### config.mk
export PLATFORM = sky130hd
export DESIGN_NAME = cgbn_ctrl
export DESIGN_NICKNAME = d
export VERILOG_FILES = /design/src/cgbn_pkg.sv /design/src/cgbn_ctrl.sv
export SDC_FILE = /design/constraint.sdc
export NUM_CORES = 1
export LEC_CHECK = 0
export BUFFER_PORTS_ARGS = -buffer_cell sky130_fd_sc_hd__clkbuf_2
export CORE_ASPECT_RATIO = 1.25
export CORE_MARGIN = 1.5
export CORE_UTILIZATION = 35
export CTS_BUF_LIST = sky130_fd_sc_hd__clkbuf_2 sky130_fd_sc_hd__clkbuf_4 sky130_fd_sc_hd__clkbuf_8
export DETAILED_ROUTE_END_ITERATION = 16
export PLACE_DENSITY = 0.63
export SLEW_MARGIN = 20
export SYNTH_ARGS = -nofsm -noshare
export SYNTH_HDL_FRONTEND = slang
export SYNTH_SLANG_ARGS = --single-unit
### constraint.sdc
create_clock -name clock -period 2.4 [get_ports clock]
set_clock_uncertainty 0.05 [all_clocks]
set_input_delay 0.36 -clock clock [delete_from_list [all_inputs] [get_ports clock]]
set_output_delay 0.36 -clock clock [all_outputs]
set_load 0.005 [all_outputs]
### src/cgbn_pkg.sv
// ============================================================================
// cgbn_pkg: shared types and constants
// Sizes, the stored box record, register indexes, controller states and the
// command and status groups between controller and datapath.
// ============================================================================
`default_nettype none

package cgbn_pkg;

   localparam int MAX_BOXES   = 256;
   localparam int MAX_KEPT    = 64;
   localparam int NUM_CLASSES = 80;

   localparam int IDX_W  = (MAX_BOXES > 1) ? $clog2(MAX_BOXES) : 1;
   localparam int CNT_W  = $clog2(MAX_BOXES + 1);
   localparam int KIDX_W = (MAX_KEPT > 1) ? $clog2(MAX_KEPT) : 1;
   localparam int KCNT_W = $clog2(MAX_KEPT + 1);
   localparam int CLS_AW = (NUM_CLASSES > 1) ? $clog2(NUM_CLASSES) : 1;

   localparam int CSR_AW = 5;

   typedef struct packed {
      logic signed [12:0] x;
      logic signed [12:0] y;
      logic [11:0]        w;
      logic [11:0]        h;
      logic [15:0]        score;
      logic signed [7:0]  cls;
   } box_type;

   localparam int BOX_W = $bits(box_type);

   typedef enum logic [2:0] {
      CSR_IOU_THR      = 3'd0,
      CSR_SMALL_THR    = 3'd1,
      CSR_MEDIUM_THR   = 3'd2,
      CSR_MAX_DET      = 3'd3,
      CSR_PERSON_CAP   = 3'd4,
      CSR_FRAME_PIXELS = 3'd5
   } csr_idx_type;

   typedef struct packed {
      logic [15:0] iou_thr;
      logic [15:0] small_thr;
      logic [15:0] medium_thr;
      logic [6:0]  max_det;
      logic [1:0]  person_cap;
      logic [23:0] frame_pixels;
   } csr_type;

   typedef enum logic [4:0] {
      ST_LOAD,
      ST_CLEAR,
      ST_SCAN,
      ST_SCAN_END,
      ST_PICK,
      ST_FETCH,
      ST_FETCH_WAIT,
      ST_CAP_MUL,
      ST_CAP_DEC,
      ST_CMP_RD,
      ST_CMP_GEO,
      ST_CMP_INT,
      ST_CMP_UNI,
      ST_CMP_PROD,
      ST_CMP_DEC,
      ST_KEEP,
      ST_OUT_RD,
      ST_OUT_LAT,
      ST_OUT_SEND
   } state_type;

   typedef struct packed {
      logic              load_we;
      logic              box_rd;
      logic [IDX_W-1:0]  box_addr;
      logic              scan_rd;
      logic              scan_clr;
      logic              frame_start;
      logic              take_best;
      logic              lat_d;
      logic              cls_rd;
      logic              cls_clr;
      logic [CLS_AW-1:0] cls_addr;
      logic              kept_rd;
      logic              keep;
      logic [KIDX_W-1:0] kept_addr;
      logic              out_lat;
      logic              out_empty;
      logic              out_last;
   } cmd_type;

   typedef struct packed {
      logic             best_found;
      logic [IDX_W-1:0] best_idx;
      logic             cap_skip;
      logic             suppress;
   } status_type;

endpackage

`default_nettype wire

### src/cgbn_ctrl.sv
// ============================================================================
// cgbn_ctrl: frame sequencer
// Loads a frame, repeatedly selects the next box in score order, runs the
// cap and overlap checks on it, and finally streams out the kept list.
// ============================================================================
`default_nettype none

module cgbn_ctrl import cgbn_pkg::*; (
   input  wire logic       clock,
   input  wire logic       reset,
   input  wire logic       req_valid,
   input  wire logic       req_last,
   output logic            req_ready,
   output logic            rsp_valid,
   input  wire logic       rsp_ready,
   input  wire logic [6:0] max_det,
   input  wire status_type status,
   output cmd_type         cmd
);

   state_type         state_ff, state_in;
   logic [CNT_W-1:0]  loaded_ff, loaded_in;
   logic [CNT_W-1:0]  idx_ff, idx_in;
   logic [KCNT_W-1:0] kept_ff, kept_in;
   logic [KCNT_W-1:0] k_ff, k_in;
   logic [CLS_AW-1:0] clr_ff, clr_in;

   logic       accept;
   logic       room;
   logic       is_last;
   logic       kept_full;
   logic [7:0] limit;

   assign accept  = (state_ff == ST_LOAD) && req_valid;
   assign room    = loaded_ff < CNT_W'(MAX_BOXES);
   assign is_last = (kept_ff == '0) || (k_ff == kept_ff - KCNT_W'(1));
   assign limit   = (max_det < 7'(MAX_KEPT)) ? {1'b0, max_det} : 8'(MAX_KEPT);
   assign kept_full = 8'(kept_ff) >= limit;

   // Next state.
   always_comb begin
      state_in = state_ff;
      case (state_ff)
         ST_LOAD: begin
            if (accept && req_last) state_in = ST_CLEAR;
         end
         ST_CLEAR: begin
            if (clr_ff == CLS_AW'(NUM_CLASSES - 1)) state_in = ST_SCAN;
         end
         ST_SCAN: begin
            if (idx_ff == loaded_ff - CNT_W'(1)) state_in = ST_SCAN_END;
         end
         ST_SCAN_END:   state_in = ST_PICK;
         ST_PICK: begin
            if (!status.best_found || kept_full) begin
               state_in = (kept_ff == '0) ? ST_OUT_LAT : ST_OUT_RD;
            end else begin
               state_in = ST_FETCH;
            end
         end
         ST_FETCH:      state_in = ST_FETCH_WAIT;
         ST_FETCH_WAIT: state_in = ST_CAP_MUL;
         ST_CAP_MUL:    state_in = ST_CAP_DEC;
         ST_CAP_DEC: begin
            if (status.cap_skip) state_in = ST_SCAN;
            else if (kept_ff == '0) state_in = ST_KEEP;
            else state_in = ST_CMP_RD;
         end
         ST_CMP_RD:     state_in = ST_CMP_GEO;
         ST_CMP_GEO:    state_in = ST_CMP_INT;
         ST_CMP_INT:    state_in = ST_CMP_UNI;
         ST_CMP_UNI:    state_in = ST_CMP_PROD;
         ST_CMP_PROD:   state_in = ST_CMP_DEC;
         ST_CMP_DEC: begin
            if (status.suppress) state_in = ST_SCAN;
            else if (k_ff == kept_ff - KCNT_W'(1)) state_in = ST_KEEP;
            else state_in = ST_CMP_RD;
         end
         ST_KEEP:       state_in = ST_SCAN;
         ST_OUT_RD:     state_in = ST_OUT_LAT;
         ST_OUT_LAT:    state_in = ST_OUT_SEND;
         ST_OUT_SEND: begin
            if (rsp_ready) state_in = is_last ? ST_LOAD : ST_OUT_RD;
         end
         default:       state_in = ST_LOAD;
      endcase
   end

   // Counters.
   always_comb begin
      loaded_in = loaded_ff;
      if (accept && room) loaded_in = loaded_ff + CNT_W'(1);
      if ((state_ff == ST_OUT_SEND) && rsp_ready && is_last) loaded_in = '0;

      idx_in = (state_ff == ST_SCAN) ? idx_ff + CNT_W'(1) : '0;
      clr_in = (state_ff == ST_CLEAR) ? clr_ff + CLS_AW'(1) : '0;

      kept_in = kept_ff;
      if (state_ff == ST_CLEAR) kept_in = '0;
      else if (state_ff == ST_KEEP) kept_in = kept_ff + KCNT_W'(1);

      k_in = k_ff;
      case (state_ff)
         ST_PICK, ST_CAP_DEC: k_in = '0;
         ST_CMP_DEC: begin
            if (!status.suppress) k_in = k_ff + KCNT_W'(1);
         end
         ST_OUT_SEND: begin
            if (rsp_ready) k_in = k_ff + KCNT_W'(1);
         end
         default: k_in = k_ff;
      endcase
   end

   // Outputs.
   always_comb begin
      cmd = '0;
      req_ready = (state_ff == ST_LOAD);
      rsp_valid = (state_ff == ST_OUT_SEND);
      case (state_ff)
         ST_LOAD: cmd.box_addr = loaded_ff[IDX_W-1:0];
         ST_SCAN: cmd.box_addr = idx_ff[IDX_W-1:0];
         default: cmd.box_addr = status.best_idx;
      endcase
      cmd.load_we     = accept && room;
      cmd.scan_rd     = (state_ff == ST_SCAN);
      cmd.scan_clr    = (state_ff == ST_SCAN) && (idx_ff == '0);
      cmd.frame_start = (state_ff == ST_CLEAR);
      cmd.box_rd      = (state_ff == ST_FETCH);
      cmd.take_best   = (state_ff == ST_FETCH);
      cmd.lat_d       = (state_ff == ST_FETCH_WAIT);
      cmd.cls_rd      = (state_ff == ST_CAP_MUL);
      cmd.cls_clr     = (state_ff == ST_CLEAR);
      cmd.cls_addr    = clr_ff;
      cmd.kept_rd     = (state_ff == ST_CMP_RD) || (state_ff == ST_OUT_RD);
      cmd.keep        = (state_ff == ST_KEEP);
      cmd.kept_addr   = (state_ff == ST_KEEP) ? kept_ff[KIDX_W-1:0] : k_ff[KIDX_W-1:0];
      cmd.out_lat     = (state_ff == ST_OUT_LAT);
      cmd.out_empty   = (kept_ff == '0);
      cmd.out_last    = is_last;
   end

   always_ff @(posedge clock) begin
      if (reset) begin
         state_ff  <= ST_LOAD;
         loaded_ff <= '0;
         idx_ff    <= '0;
         kept_ff   <= '0;
         k_ff      <= '0;
         clr_ff    <= '0;
      end else begin
         state_ff  <= state_in;
         loaded_ff <= loaded_in;
         idx_ff    <= idx_in;
         kept_ff   <= kept_in;
         k_ff      <= k_in;
         clr_ff    <= clr_in;
      end
   end

endmodule

`default_nettype wire

* Yosys cells after proc, flatten, opt, wreduce, memory -nomap -nowiden *
Cells that the tools add are included.

word-level totals
  flip-flop bits (word level) = 44
  input port bits = 23

cells by class
  equal/unequal tests = 26
  reduce and logical (&&, ||, !) cells = 21
  bitwise gates (word level) = 2
  order comparisons = 3
  $add $sub $neg = 7
  multiplexer cells = 18

operators with widths
  cell                                                                 number
  5-bit case mux with 19 select lines                                  1
  5-bit by 4-bit == test with 1-bit output (second input constant)     8
  5-bit two-way mux                                                    6
  7-bit by 1-bit adder with 7-bit output (second input constant)       3
  7-bit two-way mux                                                    3
  7-bit case mux with 3 select lines                                   1
  5-bit by 3-bit == test with 1-bit output (second input constant)     4
  9-bit by 1-bit adder with 9-bit output (second input constant)       2
  8-bit case mux with 2 select lines                                   1
  5-bit == test (second input constant)                                3
  5-bit by 2-bit == test with 1-bit output (second input constant)     2
  2-bit OR reduction                                                   5
  9-bit == test                                                        1
  9-bit zero test                                                      1
  9-bit less-than comparator (second input constant)                   1
  9-bit by 1-bit subtractor with 9-bit output (second input constant)  1
  4-bit two-way mux                                                    2
  2-bit by 1-bit != test with 1-bit output (second input constant)     4
  7-bit == test                                                        1
  7-bit == test (second input constant)                                1
  7-bit greater-or-equal comparator                                    1
  7-bit zero test                                                      1
  7-bit less-than comparator (second input constant)                   1
  7-bit by 1-bit subtractor with 7-bit output (second input constant)  1
  other kinds (13)                                                     22

* Logic depth before layout (Yosys ltp) *
  depth after elaboration = 6
  mapped depth = 10
  depth with buffers taken out = 9

* Worst setup path before layout *
Ideal clock, no wire load.

  path type = register -> register
  start = register loaded_ff[0]
  end = register state_ff[0]
  cell stages (with the launch flop) = 10
  data arrival time = 2,328 ps
  required time = 2,279 ps
  buffers on the path = 1
  setup time = 71 ps
  path slack = -48 ps
  period minus slack after synthesis = 2,448 ps
  cells stage by stage = dfxtp_1 -> clkbuf_1 -> inv_1 -> ha_1 -> o21ba_2 -> a221oi_1 -> a311oi_1 -> or3_1 -> or4_1 -> a21oi_1

on the way
  cells in the longest elaborated chain, start to end = 4

RTL lines
  what                                                       RTL line          RTL
  start: declaration                                         cgbn_ctrl.sv:22   logic [CNT_W-1:0] loaded_ff, loaded_in;
  start signal: assignment                                   cgbn_ctrl.sv:153  loaded_ff <= loaded_in;
  9-bit by 1-bit subtractor with 9-bit output                cgbn_ctrl.sv:51   if (idx_ff == loaded_ff - CNT_W'(1)) state_in = ST_SCAN_END;
  9-bit == test                                              cgbn_ctrl.sv:51
  2-bit by 1-bit != test with 1-bit output (no source line)  -
  4-bit AND reduction (no source line)                       -
  end signal: assignment                                     cgbn_ctrl.sv:152  state_ff <= state_in;
  end: declaration                                           cgbn_ctrl.sv:21   state_type state_ff, state_in;

No other way between the ends.
A chain may end at the register's enable or synchronous reset.

==> qor.yml <==
synth_enable_flop_cells: 0
fillers: 941
crit_fanout: 2
critPathKind: "flop to output pin"
placed_area_sq_um: 3770
grt.busiest_layer: "met2"
cts.sinks: 44
grt-ovfl-total: 0
synthCells: 427
pre_cts_slack_ns: -0.0253
max-slew-margin-rel_pct: 68.3
timing.final.ws_setup_ns: -0.130
cts_hold_buf: 0
clk-insertion-delay-late_ns: 0.31
first_global_vias: 3031
synth_area_sq_um: 3230
grt_usage_pct: 18.2
use_met2_pct: 32.1
ys_ff_latch: 44
grt_max_degree: 14
cap_violations: 0
drt_wl_total_um: 8620
die_area_sq_um: 9810
synth_area_leaders: "dfxtp_1 (27%), xnor2_1 (6.8%), nor2_1 (6.7%), ha_1 (6.2%), xor2_1 (5.4%)"
boundaryPins: 60
use_met1_pct: 20.9
synth.top_cell.area_share_pct: 27.3
finalSetupViolations: 1
failed_checks: "setup timing"
drt_pass1_iterations: 5
slew_viol_final: 0
die_h_um: 110
holdWs_ns: 0.349
diodes: 0
p_per_area_nw_per_um2: 627
grt_util_met3_pct: 3.50
syn_area_per_cell_sq_um: 7.56
period_minus_slack_ns: 2.53
finalPower_mw: 2.50
yosysTopAreaCell: "dfxtp_1"
tightest_slew_ns: 0.471
postLayoutCoreUtil_pct: 44.2
worstPathArrival_ns: 2.12
fin_crit_sh_pct: 105
outcome: "finished with violations"
synthXorXnorAreaFrac_pct: 12.2
initial_utilization_pct: 35.7
layout.nets: 535
cp-end-kind: "output pin"
cp.required_ns: 1.99
rsz0062_at_grt: "true"
synth.distinct_cells: 57
coreArea_sq_um: 9030
clock_path_buffers: 2
max_freq_mhz: 395
antenna_left: 0
port_buffers: 59
die_w_um: 88.9
drive_gt1_share_pct: 27.4
drt_iter0_drc: 144
multiInputGateArea_sq_um: 2210
vias_per_cell: 5.17
cts_tree: "yes"
synth.net_count: 466
vdd_drop_max_mv: 0.313
async_reset_ff_share_pct: 0
antenna_found_initial: 0
power_leakage_nw: 1.68
hold_viol: 0
cts_root_buf: "clkbuf_8"
synth-seq-area-share_pct: 27.3
synthSimpleGateAreaFrac_pct: 29.8
min_path_type: "primary input to flop"
clkTransAtPathRegs_ns: 0.08
stdcell_area_sq_um: 3990
wl_per_cell_um: 13.9
num_vias: 3205
synth_compound_area_share_pct: 15.0
grt_first_pass_wirelength_um: 13900
syn2layout_area_growth_pct: 23.7
hpwlAfterDp_um: 6620
start_kind: "flop"
gp_congestion: 0.914
h-tree-depth: 2
synth_top_family_by_area: "simple AND/OR/NAND/NOR gates"
drc: 0
num_rows: 39
seqCellArea_sq_um: 886
muxShareOfSynthArea_pct: 3.10
yosysWarningCount: 0
ys.flop_type: "dfxtp_1"
cts_made_buffers: 5
synth_fa_ha_area_share_pct: 6.20
placed cells by master (no fill, tap or decap), drive strengths merged, types with 2 or more instances in the layout:
| master | instances |
|---|---|
| a2111oi | 2 |
| a211o | 2 |
| a21boi | 3 |
| a21o | 3 |
| a21oi | 20 |
| a221oi | 2 |
| a22oi | 6 |
| a311oi | 2 |
| a31oi | 4 |
| and3 | 7 |
| buf | 32 |
| clkbuf | 64 |
| dfxtp | 44 |
| ha | 16 |
| inv | 18 |
| mux2 | 8 |
| nand2 | 39 |
| nand2b | 16 |
| nand3 | 20 |
| nand4 | 6 |
| nor2 | 58 |
| nor2b | 7 |
| nor3 | 17 |
| nor3b | 4 |
| nor4 | 6 |
| o211ai | 2 |
| o21ai | 11 |
| o221ai | 3 |
| o311ai | 2 |
| or2 | 3 |
| or3 | 6 |
| or4 | 2 |
| xnor2 | 25 |
| xor2 | 20 |
power by group:
| group | internal [mW] | switching [mW] | leakage [nW] |
|---|---|---|---|
| logic | 0.492 | 0.587 | 1.27 |
| clock network | 0.321 | 0.277 | 0.0586 |
| registers | 0.771 | 0.0568 | 0.357 |
| total | 1.58 | 0.920 | 1.68 |
synthesized netlist by cell type, types with 2 or more instances:
cell type   n
nand4_1     6
nand2b_1   16
xor2_1     20
buf_6       2
o221ai_1    3
inv_1      18
o211ai_1    2
a21oi_1    20
xnor2_1    25
a311oi_1    2
buf_1       2
nor2b_1     7
clkbuf_1   20
a21boi_0    3
a31oi_1     4
nor3_1     16
nor2_1     58
ha_1       16
a211o_1     2
a22oi_1     6
dfxtp_1    44
or2_2       3
nor4_1      6
or4_1       2
or3_1       6
a21o_1      2
nand3_1    20
o21ai_0    11
buf_4       3
mux2_2      8
nand2_1    39
nor3b_1     4
and3_1      7
worst max-delay path: stages, from the launching register on:
cell and delay [ns]:
dfxtp_2 0.33, or3_4 0.39, or4_4 0.50, a2111oi_4 0.31
a21o_2 0.19, buf_6 0.10
routing by layer:
layer | part of all wire [%] | up-vias | wire length (um)
met4 | 3.4 | 0 | 293
met2 | 49 | 87 | 4240
met1 | 43 | 1489 | 3690
li1 | - | 1609 | -
met3 | 4.6 | 20 | 392
met5 | 0 | - | 0
registers in the layout, summed over array words and instances (netlist names):
name and flops:
clr_ff 7, idx_ff 9, k_ff 7, kept_ff 7
loaded_ff 9, state_ff 5
area by class of cell:
type / instances / share of cell area [%]
clock buffer: 6 / 1.91
clock inverter: 2 / 0.878
inverter: 19 / 1.88
multi-input combinational: 336 / 55.5
sequential: 44 / 22.2
tap: 123 / 3.86
timing repair buffer: 90 / 13.8
final timing paths:
kind | from | to | slack [ns] | cells past startpoint
worst min-delay path | status[0] | state_ff[2] | 0.35 | 3
worst min register to register | idx_ff[0] | idx_ff[0] | 0.46 | 1
worst max register to register | kept_ff[2] | loaded_ff[8] | 0.07 | 7
worst max-delay path | kept_ff[2] | cmd[0] | -0.13 | 5
cells by family (layout without fill, tap and decap cells):
group                      after synthesis  after routing
DFF                                     44             44
AOI/OAI and AO/OA                       70             70
muxes                                    9              9
and+or+nand+nor                        196            196
xor gates and xnor gates                45             45
adders and majority gates               16             16
buffers and inverters                   47            117
per-stage QoR:
stage                     TNS [ns]  cells
after floorplan                  0    427
after global placement           0    609
after detailed placement    -0.166    609
after CTS                   -0.156    618
after global routing        -0.264    620
final                       -0.130    620
what timing repair did:
item,4_1_cts,5_1_grt
pin swaps,2,2
resized for setup,8,18
buffers inserted,1,2
cloned,0,0
setup endpoints to repair,23,24
No activity file was read; power rests on OpenSTA's default activity.
